**src/rtl/sws_pkg.sv**
```systemverilog
// shared types, constants and window table of the scope sample scaler
`timescale 1ns / 1ps

package sws_pkg;

    // result and index widths
    localparam int RES_W = 32;
    localparam int IDX_W = 14;

    // window table entry width (largest entry is 500)
    localparam int WIN_W = 10;

    // quotient bits produced by the divider, one per step
    localparam int Q_W       = 41;
    localparam int DIV_STEPS = Q_W;

    // output constants in Q16.16
    localparam logic signed [RES_W-1:0] TEN_Q16 = 32'sd655360;
    localparam logic signed [RES_W-1:0] RES_MAX = 32'sh7fffffff;
    localparam logic signed [RES_W-1:0] RES_MIN = 32'sh80000000;

    typedef struct packed {
        logic [WIN_W-1:0] start;
        logic [WIN_W-1:0] len;
    } win_t;

    // controller to datapath commands
    typedef struct packed {
        logic take;
        logic mul_lo;
        logic mul_hi;
        logic acc;
        logic clamp;
        logic prep;
        logic div_step;
        logic fin;
        logic load;
    } cmd_t;

    // datapath to controller status, valid with a request
    typedef struct packed {
        logic emit;
        logic scale;
    } stat_t;

    // horizontal scale to window start and length, unlisted scales act as 10 ns
    function automatic win_t window_lookup(input logic [15:0] hscale);
        win_t w;
        unique case (hscale)
            16'd1:   w = '{start: 10'd225, len: 10'd50};
            16'd2:   w = '{start: 10'd200, len: 10'd100};
            16'd4:   w = '{start: 10'd150, len: 10'd200};
            default: w = '{start: 10'd0,   len: 10'd500};
        endcase
        return w;
    endfunction

endpackage

```
**src/rtl/sws_dp.sv**
```systemverilog
// datapath: decode, record counters, window, multiply, divide and saturate
`timescale 1ns / 1ps

module sws_dp
    import sws_pkg::*;
#(
    parameter int MAX_RECORD = 16384
)
(
    input  logic                    clk,
    input  logic                    rst_n,
    input  cmd_t                    cmd,
    output stat_t                   stat,
    input  logic [15:0]             raw_sample,
    input  logic                    start_of_record,
    input  logic [2:0]              sample_format,
    input  logic                    channel_enable,
    input  logic [15:0]             horiz_scale_ns,
    input  logic signed [31:0]      y_offset,
    input  logic signed [31:0]      y_mult,
    input  logic signed [31:0]      y_zero,
    input  logic [30:0]             volts_per_div,
    input  logic signed [31:0]      trace_position,
    output logic signed [RES_W-1:0] res_value,
    output logic [IDX_W-1:0]        res_index,
    output logic                    res_last
);

    localparam int CNT_W = $clog2(MAX_RECORD + 1);
    localparam logic [CNT_W-1:0] MAX_CNT = CNT_W'(MAX_RECORD);

    localparam logic signed [50:0] V_MAX = 51'sd140737488355327;
    localparam logic signed [50:0] V_MIN = -51'sd140737488355327;
    localparam logic signed [42:0] T_MAX = 43'sd2147483647;
    localparam logic signed [42:0] T_MIN = -43'sd2147483648;

    // record counters
    logic [CNT_W-1:0] ic_reg, ic_next;
    logic [CNT_W-1:0] oc_reg, oc_next;
    logic [CNT_W-1:0] ic_cur, oc_cur;
    logic             full, in_win;
    win_t             win;

    // arithmetic registers
    logic [15:0]              word_val;
    logic signed [16:0]       samp_s;
    logic signed [33:0]       d_next, d_reg;
    logic signed [17:0]       mul_a;
    logic signed [49:0]       prod_w, prod_reg;
    logic signed [65:0]       acc_reg;
    logic signed [49:0]       p_w;
    logic signed [50:0]       sum_w;
    logic signed [47:0]       v_reg;
    logic [46:0]              mag_w;
    logic [30:0]              div_eff;
    logic                     neg_reg, ovf_reg, ovf_w;
    logic [30:0]              rem_reg;
    logic [31:0]              rem2;
    logic                     ge;
    logic [Q_W-1:0]           nq_reg;
    logic signed [42:0]       qmag, qs, t_w;
    logic signed [RES_W-1:0]  fin_val;
    logic signed [RES_W-1:0]  res_reg;
    logic [IDX_W-1:0]         idx_reg;
    logic                     last_reg;

    // window decision for the incoming sample
    always_comb
    begin
        win    = window_lookup(horiz_scale_ns);
        ic_cur = start_of_record ? '0 : ic_reg;
        oc_cur = start_of_record ? '0 : oc_reg;
        full   = (ic_cur >= MAX_CNT);
        in_win = (ic_cur >= CNT_W'(win.start)) && (oc_cur < CNT_W'(win.len));
        stat.emit  = !full && (!channel_enable || in_win);
        stat.scale = !full && channel_enable && in_win;
        ic_next = full ? ic_cur : ic_cur + 1'b1;
        oc_next = stat.emit ? oc_cur + 1'b1 : oc_cur;
    end

    // counters, updated once per request
    always_ff @(posedge clk or negedge rst_n)
    begin
        if (!rst_n)
        begin
            ic_reg <= '0;
            oc_reg <= '0;
        end
        else if (cmd.take)
        begin
            ic_reg <= ic_next;
            oc_reg <= oc_next;
        end
    end

    // sample decode and offset removal
    always_comb
    begin
        word_val = sample_format[2] ? raw_sample : {raw_sample[7:0], raw_sample[15:8]};
        if (!sample_format[0])
            samp_s = sample_format[1] ? {{9{raw_sample[7]}}, raw_sample[7:0]}
                                      : {9'b0, raw_sample[7:0]};
        else
            samp_s = sample_format[1] ? {word_val[15], word_val} : {1'b0, word_val};
        d_next = (34'(samp_s) <<< 16) - 34'(y_offset);
    end

    // shared 18x32 multiplier over the two halves of d
    assign mul_a  = cmd.mul_hi ? {d_reg[33], d_reg[33:17]} : {1'b0, d_reg[16:0]};
    assign prod_w = mul_a * y_mult;

    // add y_zero to the floored product and clamp
    assign p_w   = acc_reg[65:16];
    assign sum_w = 51'(p_w) + 51'(y_zero);

    // magnitude and quotient overflow check
    assign div_eff = (volts_per_div == '0) ? 31'd65536 : volts_per_div;
    assign mag_w   = v_reg[47] ? 47'(-v_reg) : 47'(v_reg);
    assign ovf_w   = {9'b0, mag_w} >= {div_eff, 25'b0};

    // one restoring divide step
    assign rem2 = {rem_reg, nq_reg[Q_W-1]};
    assign ge   = (rem2 >= {1'b0, div_eff});

    // sign, position and saturation
    always_comb
    begin
        qmag = {2'b0, nq_reg};
        qs   = neg_reg ? -qmag : qmag;
        t_w  = qs + 43'(trace_position);
        if (ovf_reg)
            fin_val = neg_reg ? RES_MIN : RES_MAX;
        else if (t_w > T_MAX)
            fin_val = RES_MAX;
        else if (t_w < T_MIN)
            fin_val = RES_MIN;
        else
            fin_val = t_w[RES_W-1:0];
    end

    // datapath registers
    always_ff @(posedge clk)
    begin
        if (cmd.take)
        begin
            d_reg    <= d_next;
            idx_reg  <= IDX_W'(oc_cur);
            last_reg <= stat.scale && (oc_cur == CNT_W'(win.len - 1'b1));
            if (!channel_enable)
                res_reg <= TEN_Q16;
        end
        if (cmd.mul_lo || cmd.mul_hi)
            prod_reg <= prod_w;
        if (cmd.mul_hi)
            acc_reg <= 66'(prod_reg);
        if (cmd.acc)
            acc_reg <= acc_reg + (66'(prod_reg) <<< 17);
        if (cmd.clamp)
        begin
            if (sum_w > V_MAX)
                v_reg <= 48'(V_MAX);
            else if (sum_w < V_MIN)
                v_reg <= 48'(V_MIN);
            else
                v_reg <= 48'(sum_w);
        end
        if (cmd.prep)
        begin
            neg_reg <= v_reg[47];
            ovf_reg <= ovf_w;
            rem_reg <= {9'b0, mag_w[46:25]};
            nq_reg  <= {mag_w[24:0], 16'b0};
        end
        if (cmd.div_step)
        begin
            rem_reg <= ge ? 31'(rem2 - {1'b0, div_eff}) : rem2[30:0];
            nq_reg  <= {nq_reg[Q_W-2:0], ge};
        end
        if (cmd.fin)
            res_reg <= fin_val;
    end

    assign res_value = res_reg;
    assign res_index = idx_reg;
    assign res_last  = last_reg;

endmodule

```
**src/rtl/sws_ctrl.sv**
```systemverilog
// controller state machine that sequences the scaling datapath
`timescale 1ns / 1ps

module sws_ctrl
    import sws_pkg::*;
(
    input  logic  clk,
    input  logic  rst_n,
    input  logic  in_valid,
    output logic  in_ready,
    input  logic  out_free,
    input  stat_t stat,
    output cmd_t  cmd
);

    localparam int CNT_W = $clog2(DIV_STEPS);

    typedef enum logic [3:0] {
        S_IDLE,
        S_MUL_LO,
        S_MUL_HI,
        S_ACC,
        S_CLAMP,
        S_PREP,
        S_DIV,
        S_FIN,
        S_OUT
    } state_t;

    state_t           state_reg, state_next;
    logic [CNT_W-1:0] cnt_reg, cnt_next;

    assign in_ready = (state_reg == S_IDLE);

    // commands decoded from state
    always_comb
    begin
        cmd          = '0;
        cmd.take     = in_ready && in_valid;
        cmd.mul_lo   = (state_reg == S_MUL_LO);
        cmd.mul_hi   = (state_reg == S_MUL_HI);
        cmd.acc      = (state_reg == S_ACC);
        cmd.clamp    = (state_reg == S_CLAMP);
        cmd.prep     = (state_reg == S_PREP);
        cmd.div_step = (state_reg == S_DIV);
        cmd.fin      = (state_reg == S_FIN);
        cmd.load     = (state_reg == S_OUT) && out_free;
    end

    // next state
    always_comb
    begin
        state_next = state_reg;
        cnt_next   = cnt_reg;
        unique case (state_reg)
            S_IDLE:
            begin
                if (cmd.take)
                begin
                    if (stat.scale)
                        state_next = S_MUL_LO;
                    else if (stat.emit)
                        state_next = S_OUT;
                end
            end
            S_MUL_LO: state_next = S_MUL_HI;
            S_MUL_HI: state_next = S_ACC;
            S_ACC:    state_next = S_CLAMP;
            S_CLAMP:  state_next = S_PREP;
            S_PREP:
            begin
                state_next = S_DIV;
                cnt_next   = '0;
            end
            S_DIV:
            begin
                if (cnt_reg == CNT_W'(DIV_STEPS - 1))
                    state_next = S_FIN;
                else
                    cnt_next = cnt_reg + 1'b1;
            end
            S_FIN:    state_next = S_OUT;
            S_OUT:
            begin
                if (out_free)
                    state_next = S_IDLE;
            end
            default:  state_next = S_IDLE;
        endcase
    end

    // state and divide step counter
    always_ff @(posedge clk or negedge rst_n)
    begin
        if (!rst_n)
        begin
            state_reg <= S_IDLE;
            cnt_reg   <= '0;
        end
        else
        begin
            state_reg <= state_next;
            cnt_reg   <= cnt_next;
        end
    end

`ifndef SYNTH
    // a request inside the window starts the multiply
    assert property (@(posedge clk) disable iff (!rst_n)
        cmd.take && stat.scale |=> state_reg == S_MUL_LO)
        else $error("scaled request did not start the multiply");

    // divide counter stays within the step count
    assert property (@(posedge clk) disable iff (!rst_n)
        state_reg == S_DIV |-> cnt_reg < CNT_W'(DIV_STEPS))
        else $error("divide step counter overran");

    // a finished result waits while the output register is busy
    assert property (@(posedge clk) disable iff (!rst_n)
        state_reg == S_OUT && !out_free |=> state_reg == S_OUT)
        else $error("result dropped while output busy");
`endif

endmodule

```
**src/rtl/scope_waveform_sample_scaler.sv**
```systemverilog
// top level: register file, controller, datapath and output register
`timescale 1ns / 1ps
// A sample inside the window goes MUL_LO, MUL_HI, ACC, CLAMP, PREP, the 41-step restoring
// divider DIV, FIN, OUT, then shows on out_valid; OUT waits while out_free is low. The next
// request is taken in the cycle after the load. Disabled-channel samples go straight to OUT,
// no-result samples stay in IDLE. The output register holds a result while the next runs.
// Reset (rst_n, asynchronous): registers to their reset values, counters to zero, no clear pass.

module scope_waveform_sample_scaler
    import sws_pkg::*;
#(
    parameter int MAX_RECORD = 16384
)
(
    input  logic                    clk,
    input  logic                    rst_n,
    // sample channel
    input  logic                    in_valid,
    output logic                    in_ready,
    input  logic [15:0]             raw_sample,
    input  logic                    start_of_record,
    // result channel
    output logic                    out_valid,
    input  logic                    out_ready,
    output logic signed [RES_W-1:0] scaled_value,
    output logic [IDX_W-1:0]        out_index,
    output logic                    last_in_window,
    // register port
    input  logic                    psel,
    input  logic                    penable,
    input  logic                    pwrite,
    input  logic [4:0]              paddr,
    input  logic [31:0]             pwdata,
    output logic [31:0]             prdata,
    output logic                    pready
);

    typedef enum logic [2:0] {
        REG_FORMAT,
        REG_ENABLE,
        REG_HSCALE,
        REG_YOFF,
        REG_YMULT,
        REG_YZERO,
        REG_VPD,
        REG_POS
    } reg_idx_t;

    logic [2:0]         sample_format_reg;
    logic               channel_enable_reg;
    logic [15:0]        horiz_scale_ns_reg;
    logic signed [31:0] y_offset_reg;
    logic signed [31:0] y_mult_reg;
    logic signed [31:0] y_zero_reg;
    logic [30:0]        volts_per_div_reg;
    logic signed [31:0] trace_position_reg;

    reg_idx_t reg_sel;
    logic     wr_en;

    cmd_t  cmd;
    stat_t stat;
    logic  out_free;

    logic signed [RES_W-1:0] res_value;
    logic [IDX_W-1:0]        res_index;
    logic                    res_last;

    logic                    out_valid_reg;
    logic signed [RES_W-1:0] value_reg;
    logic [IDX_W-1:0]        index_reg;
    logic                    last_reg;

    // register decode
    assign reg_sel = reg_idx_t'(paddr[4:2]);
    assign wr_en   = psel && penable && pwrite;
    assign pready  = 1'b1;

    // register writes
    always_ff @(posedge clk or negedge rst_n)
    begin
        if (!rst_n)
        begin
            sample_format_reg  <= 3'd0;
            channel_enable_reg <= 1'b0;
            horiz_scale_ns_reg <= 16'd10;
            y_offset_reg       <= 32'sd0;
            y_mult_reg         <= 32'sd65536;
            y_zero_reg         <= 32'sd0;
            volts_per_div_reg  <= 31'd65536;
            trace_position_reg <= 32'sd0;
        end
        else if (wr_en)
        begin
            unique case (reg_sel)
                REG_FORMAT: sample_format_reg  <= pwdata[2:0];
                REG_ENABLE: channel_enable_reg <= pwdata[0];
                REG_HSCALE: horiz_scale_ns_reg <= pwdata[15:0];
                REG_YOFF:   y_offset_reg       <= pwdata;
                REG_YMULT:  y_mult_reg         <= pwdata;
                REG_YZERO:  y_zero_reg         <= pwdata;
                REG_VPD:    volts_per_div_reg  <= pwdata[30:0];
                REG_POS:    trace_position_reg <= pwdata;
                default:    ;
            endcase
        end
    end

    // register reads
    always_comb
    begin
        unique case (reg_sel)
            REG_FORMAT: prdata = {29'b0, sample_format_reg};
            REG_ENABLE: prdata = {31'b0, channel_enable_reg};
            REG_HSCALE: prdata = {16'b0, horiz_scale_ns_reg};
            REG_YOFF:   prdata = y_offset_reg;
            REG_YMULT:  prdata = y_mult_reg;
            REG_YZERO:  prdata = y_zero_reg;
            REG_VPD:    prdata = {1'b0, volts_per_div_reg};
            REG_POS:    prdata = trace_position_reg;
            default:    prdata = '0;
        endcase
    end

    sws_ctrl u_ctrl (
        .clk      (clk),
        .rst_n    (rst_n),
        .in_valid (in_valid),
        .in_ready (in_ready),
        .out_free (out_free),
        .stat     (stat),
        .cmd      (cmd)
    );

    sws_dp #(
        .MAX_RECORD (MAX_RECORD)
    ) u_dp (
        .clk             (clk),
        .rst_n           (rst_n),
        .cmd             (cmd),
        .stat            (stat),
        .raw_sample      (raw_sample),
        .start_of_record (start_of_record),
        .sample_format   (sample_format_reg),
        .channel_enable  (channel_enable_reg),
        .horiz_scale_ns  (horiz_scale_ns_reg),
        .y_offset        (y_offset_reg),
        .y_mult          (y_mult_reg),
        .y_zero          (y_zero_reg),
        .volts_per_div   (volts_per_div_reg),
        .trace_position  (trace_position_reg),
        .res_value       (res_value),
        .res_index       (res_index),
        .res_last        (res_last)
    );

    // output register
    assign out_free = !out_valid_reg || out_ready;

    always_ff @(posedge clk or negedge rst_n)
    begin
        if (!rst_n)
            out_valid_reg <= 1'b0;
        else if (cmd.load)
            out_valid_reg <= 1'b1;
        else if (out_ready)
            out_valid_reg <= 1'b0;
    end

    always_ff @(posedge clk)
    begin
        if (cmd.load)
        begin
            value_reg <= res_value;
            index_reg <= res_index;
            last_reg  <= res_last;
        end
    end

    assign out_valid      = out_valid_reg;
    assign scaled_value   = value_reg;
    assign out_index      = index_reg;
    assign last_in_window = last_reg;

endmodule
```
**config.mk**
```make
export PLATFORM = sky130hd
export DESIGN_NAME = scope_waveform_sample_scaler
export DESIGN_NICKNAME = d
export VERILOG_FILES = /design/src/rtl/sws_pkg.sv /design/src/rtl/sws_dp.sv /design/src/rtl/sws_ctrl.sv /design/src/rtl/scope_waveform_sample_scaler.sv
export SDC_FILE = /design/constraint.sdc
export NUM_CORES = 2
export LEC_CHECK = 0
export BUFFER_PORTS_ARGS = -buffer_cell sky130_fd_sc_hd__buf_2
export CORE_MARGIN = 10
export CORE_UTILIZATION = 29
export DETAILED_ROUTE_END_ITERATION = 8
export HOLD_SLACK_MARGIN = 0.12
export PLACE_DENSITY = 0.41
export SLEW_MARGIN = 25
export SYNTH_ARGS = -nofsm -noshare
export SYNTH_HDL_FRONTEND = slang
export SYNTH_SLANG_ARGS = --single-unit
```
**constraint.sdc**
```tcl
create_clock -name clk -period 8.52 [get_ports clk]
set_input_delay 1.704 -clock clk [delete_from_list [all_inputs] [get_ports clk]]
set_output_delay 1.704 -clock clk [all_outputs]
set_load 0.01 [all_outputs]
```
==> impl_metrics.toml <==
[outcome]
status = "finished, final reports clean"

[clocking]
cts_inserted_buffers = 74
holdBufCountCts = 0
clock_sinks = 570
cts_setup_buffers = 0
worstSkewPairLatency_ns = 0.70
cts.path.max_buffers = 3
htreeDepth = 3
cts-root-buf = "clkbuf_16"
cts_resized = 0
clk_pin_slew_worst_paths_ns = 0.06
cts_tree = "built"

[logic_synthesis]
avgSynthCellArea_um2 = 9.399
synth_cells = 6107
muxShareOfSynthArea_pct = 4.508
yosysWarnings = 0
syn_area_um2 = 57400
synth_seq_cells = 570
synth.top_cell.area_share_pct = 19.43
synth_nets = 7081
synth_compound_area_share_pct = 12.95
synth_most_common_cell = "nand2_1"
synth_top_cell_by_area = "fa_1"
yosys.area_share.adder_pct = 27.19
netlist_top_cells_area = "fa_1, edfxtp_1, dfrtp_1"
ys_types = 92
synth_edf_count = 350
ys_async_sr_fraction_pct = 38.60
synth-seq-area-share_pct = 27.91
synthSimpleGateAreaFrac_pct = 15.48
ys.flop_type = "edfxtp_1"
synth_xor_area_share_pct = 5.020
synth_top_family_by_area = "adder cells"
synth_common_cells = "nand2_1, inv_1, fa_1, ha_1, edfxtp_1"

[global_route]
grt_overflow = 0
grt_pass1_wl_um = 292100
antenna_found_initial = 23
grt_max_degree = 127
track_usage_pct = 17.59
first_global_vias = 44528

[min_path]
holdCritStartpoint = "u_dp.res_value[3]"
hp-class = "flop to flop"
min_path_cells = 0
worstHoldEndpoint = "scaled_value[3]"

[sta]
slew_violations = 0
setup_viol = 0
worstMarginPinSlew_ns = 1.086
finalHoldViolations = 0
slew_headroom_pct = 27.58
rsz0062_at_grt = "false"
period_share_pct = 94.72
fmaxAchievable_ghz = 0.1239
fin_tns_setup_ns = 0
finalCriticalPeriod_ns = 8.070
skew_ns = 0.04088

[worst_setup_path]
endpoint_kind = "flop"
crit_path_start_kind = "flop"
crit_path_max_fanout = 16
r2r_start = "u_ctrl.state_reg[3]"
reg2reg_depth = 27
r2r_slack_ns = 0.45
startpoint = "u_ctrl.state_reg[3]"
crit_type = "flop to flop"
timing.rr.end = "u_dp.prod_reg[47]"
required_ns = 8.94
critPathArrivalTime_ns = 8.49

[placed_design]
dp_hpwl_um = 157700
place.gp.congestion = 0.8807
io_buffers = 139

[floorplan]
die_x_um = 464.9
start_util_pct = 29.13
rows = 163
die-area_um2 = 216100
core-area_um2 = 197000
dieHeight_um = 464.9
pin_count = 143

[drt]
num_vias = 44104
drc_errors = 0
drtAntennaViolNets = 0
finalWirelength_um = 193700
firstDrtPassIters = 7
drt-initial-drc-count = 2844
post_drt_wl_per_cell_um = 21.80
avgViaCountPerCell = 4.964

[layout]
fin_nets = 7145
areaGrowthSynthToFinish_pct = 11.80
fill_cells = 20547
utilization_pct = 32.57
drive_gt1_share_pct = 10.36

[job]
max_cap_viol_count = 0
[how the worst max path moves through the flow]
stage and endpoint:
2_1_floorplan u_dp.prod_reg[49], 3_3_place_gp u_dp.prod_reg[49], 3_5_place_dp u_dp.prod_reg[49], 4_1_cts u_dp.prod_reg[49], 5_1_grt u_dp.prod_reg[49], 6_report u_dp.prod_reg[47]
[through the flow]
| step | hold slack (ns) | setup slack, ns | instances | area [um2] |
|---|---|---|---|---|
| 6_report | 0.3960 | 0.4496 | 8885 | 64170 |
| 5_1_grt | 0.4044 | 0.03497 | 8875 | 64150 |
| 4_1_cts | 0.3938 | 0.1460 | 8873 | 64110 |
| 3_5_place_dp | 0.4045 | 0.1952 | 8735 | 61580 |
| 3_3_place_gp | 0.4012 | 0.1839 | 8733 | 61520 |
| 2_1_floorplan | 0.4003 | 0.6719 | 6107 | 57400 |
[cell families (layout without fill, tap and decap cells)]
family / after synthesis / in the layout
and+or+nand+nor: 1854 / 1854
AOI/OAI and AO/OA: 1175 / 1175
buffers and inverters: 1053 / 1179
adders and majority gates: 913 / 913
DFF: 570 / 570
xor gates and xnor gates: 329 / 329
muxes: 212 / 212
other: 1 / 13
[metal layers]
layer | track usage (%) | vias up | wire length (um)
met2 | 29.35 | 851 | 91590
met1 | 23.90 | 22235 | 89040
li1 | - | 20799 | -
met4 | 5.951 | 2 | 7048
met3 | 1.493 | 217 | 6007
met5 | 0 | - | 12
[worst max-delay path, stage by stage (launching register included)]
cell and delay (ns):
dfrtp_1 0.39, nor2_1 0.22, nand2_2 0.18, clkinv_1 0.14, buf_12 0.16, nand2_1 0.06, nand2_1 0.39, buf_4 0.31
and2_1 0.17, fa_1 0.44, fa_1 0.52, fa_1 0.51, fa_1 0.54, fa_1 0.55, inv_1 0.05, fa_1 0.55
inv_1 0.06, ha_1 0.36, a21o_1 0.20, a21o_1 0.16, a21o_1 0.19, a22oi_1 0.31, nand2_1 0.11, o21ai_0 0.15
nand2b_1 0.17, a221o_1 0.39, a221oi_1 0.33, xnor2_1 0.12
[cell type report]
cell class                      instances  area [um2]  share of cell area, %
Timing Repair Buffer                  271        1858                  2.895
Sequential cell                       570       16020                  24.97
Tap cell                             2640        3303                  5.147
Multi-Input combinational cell       4484       37540                  58.50
Clock inverter                         44       531.8                 0.8286
Antenna cell                           12       30.03                0.04679
Clock buffer                           94        1998                  3.114
Inverter                              770        2890                  4.504
[layout by cell type (no fill, tap or decap), drive strengths merged, types with 22 or more instances in the layout]
cell	netlist	routed
nor2	287	287
inv	768	775
o21ai	350	350
nor4	34	34
mux2	152	152
clkbuf	259	94
or3	38	38
nand3	96	96
ha	356	356
a21oi	312	312
a211oi	40	40
a21o	117	117
mux2i	38	38
buf	24	271
nor2b	60	60
dfrtp	216	216
edfxtp	350	350
nand2	774	774
o31ai	48	48
a31oi	31	31
nor3	75	75
xnor2	189	189
xor2	140	140
o21bai	27	27
mux4	22	22
fa	557	557
and3	41	41
nand4	69	69
nand2b	52	52
o21a	41	41
clkinv	2	31
and2	236	236
Power is not shown: default switching activity piles up to over one toggle a cycle in this logic, so the estimate is an artifact.
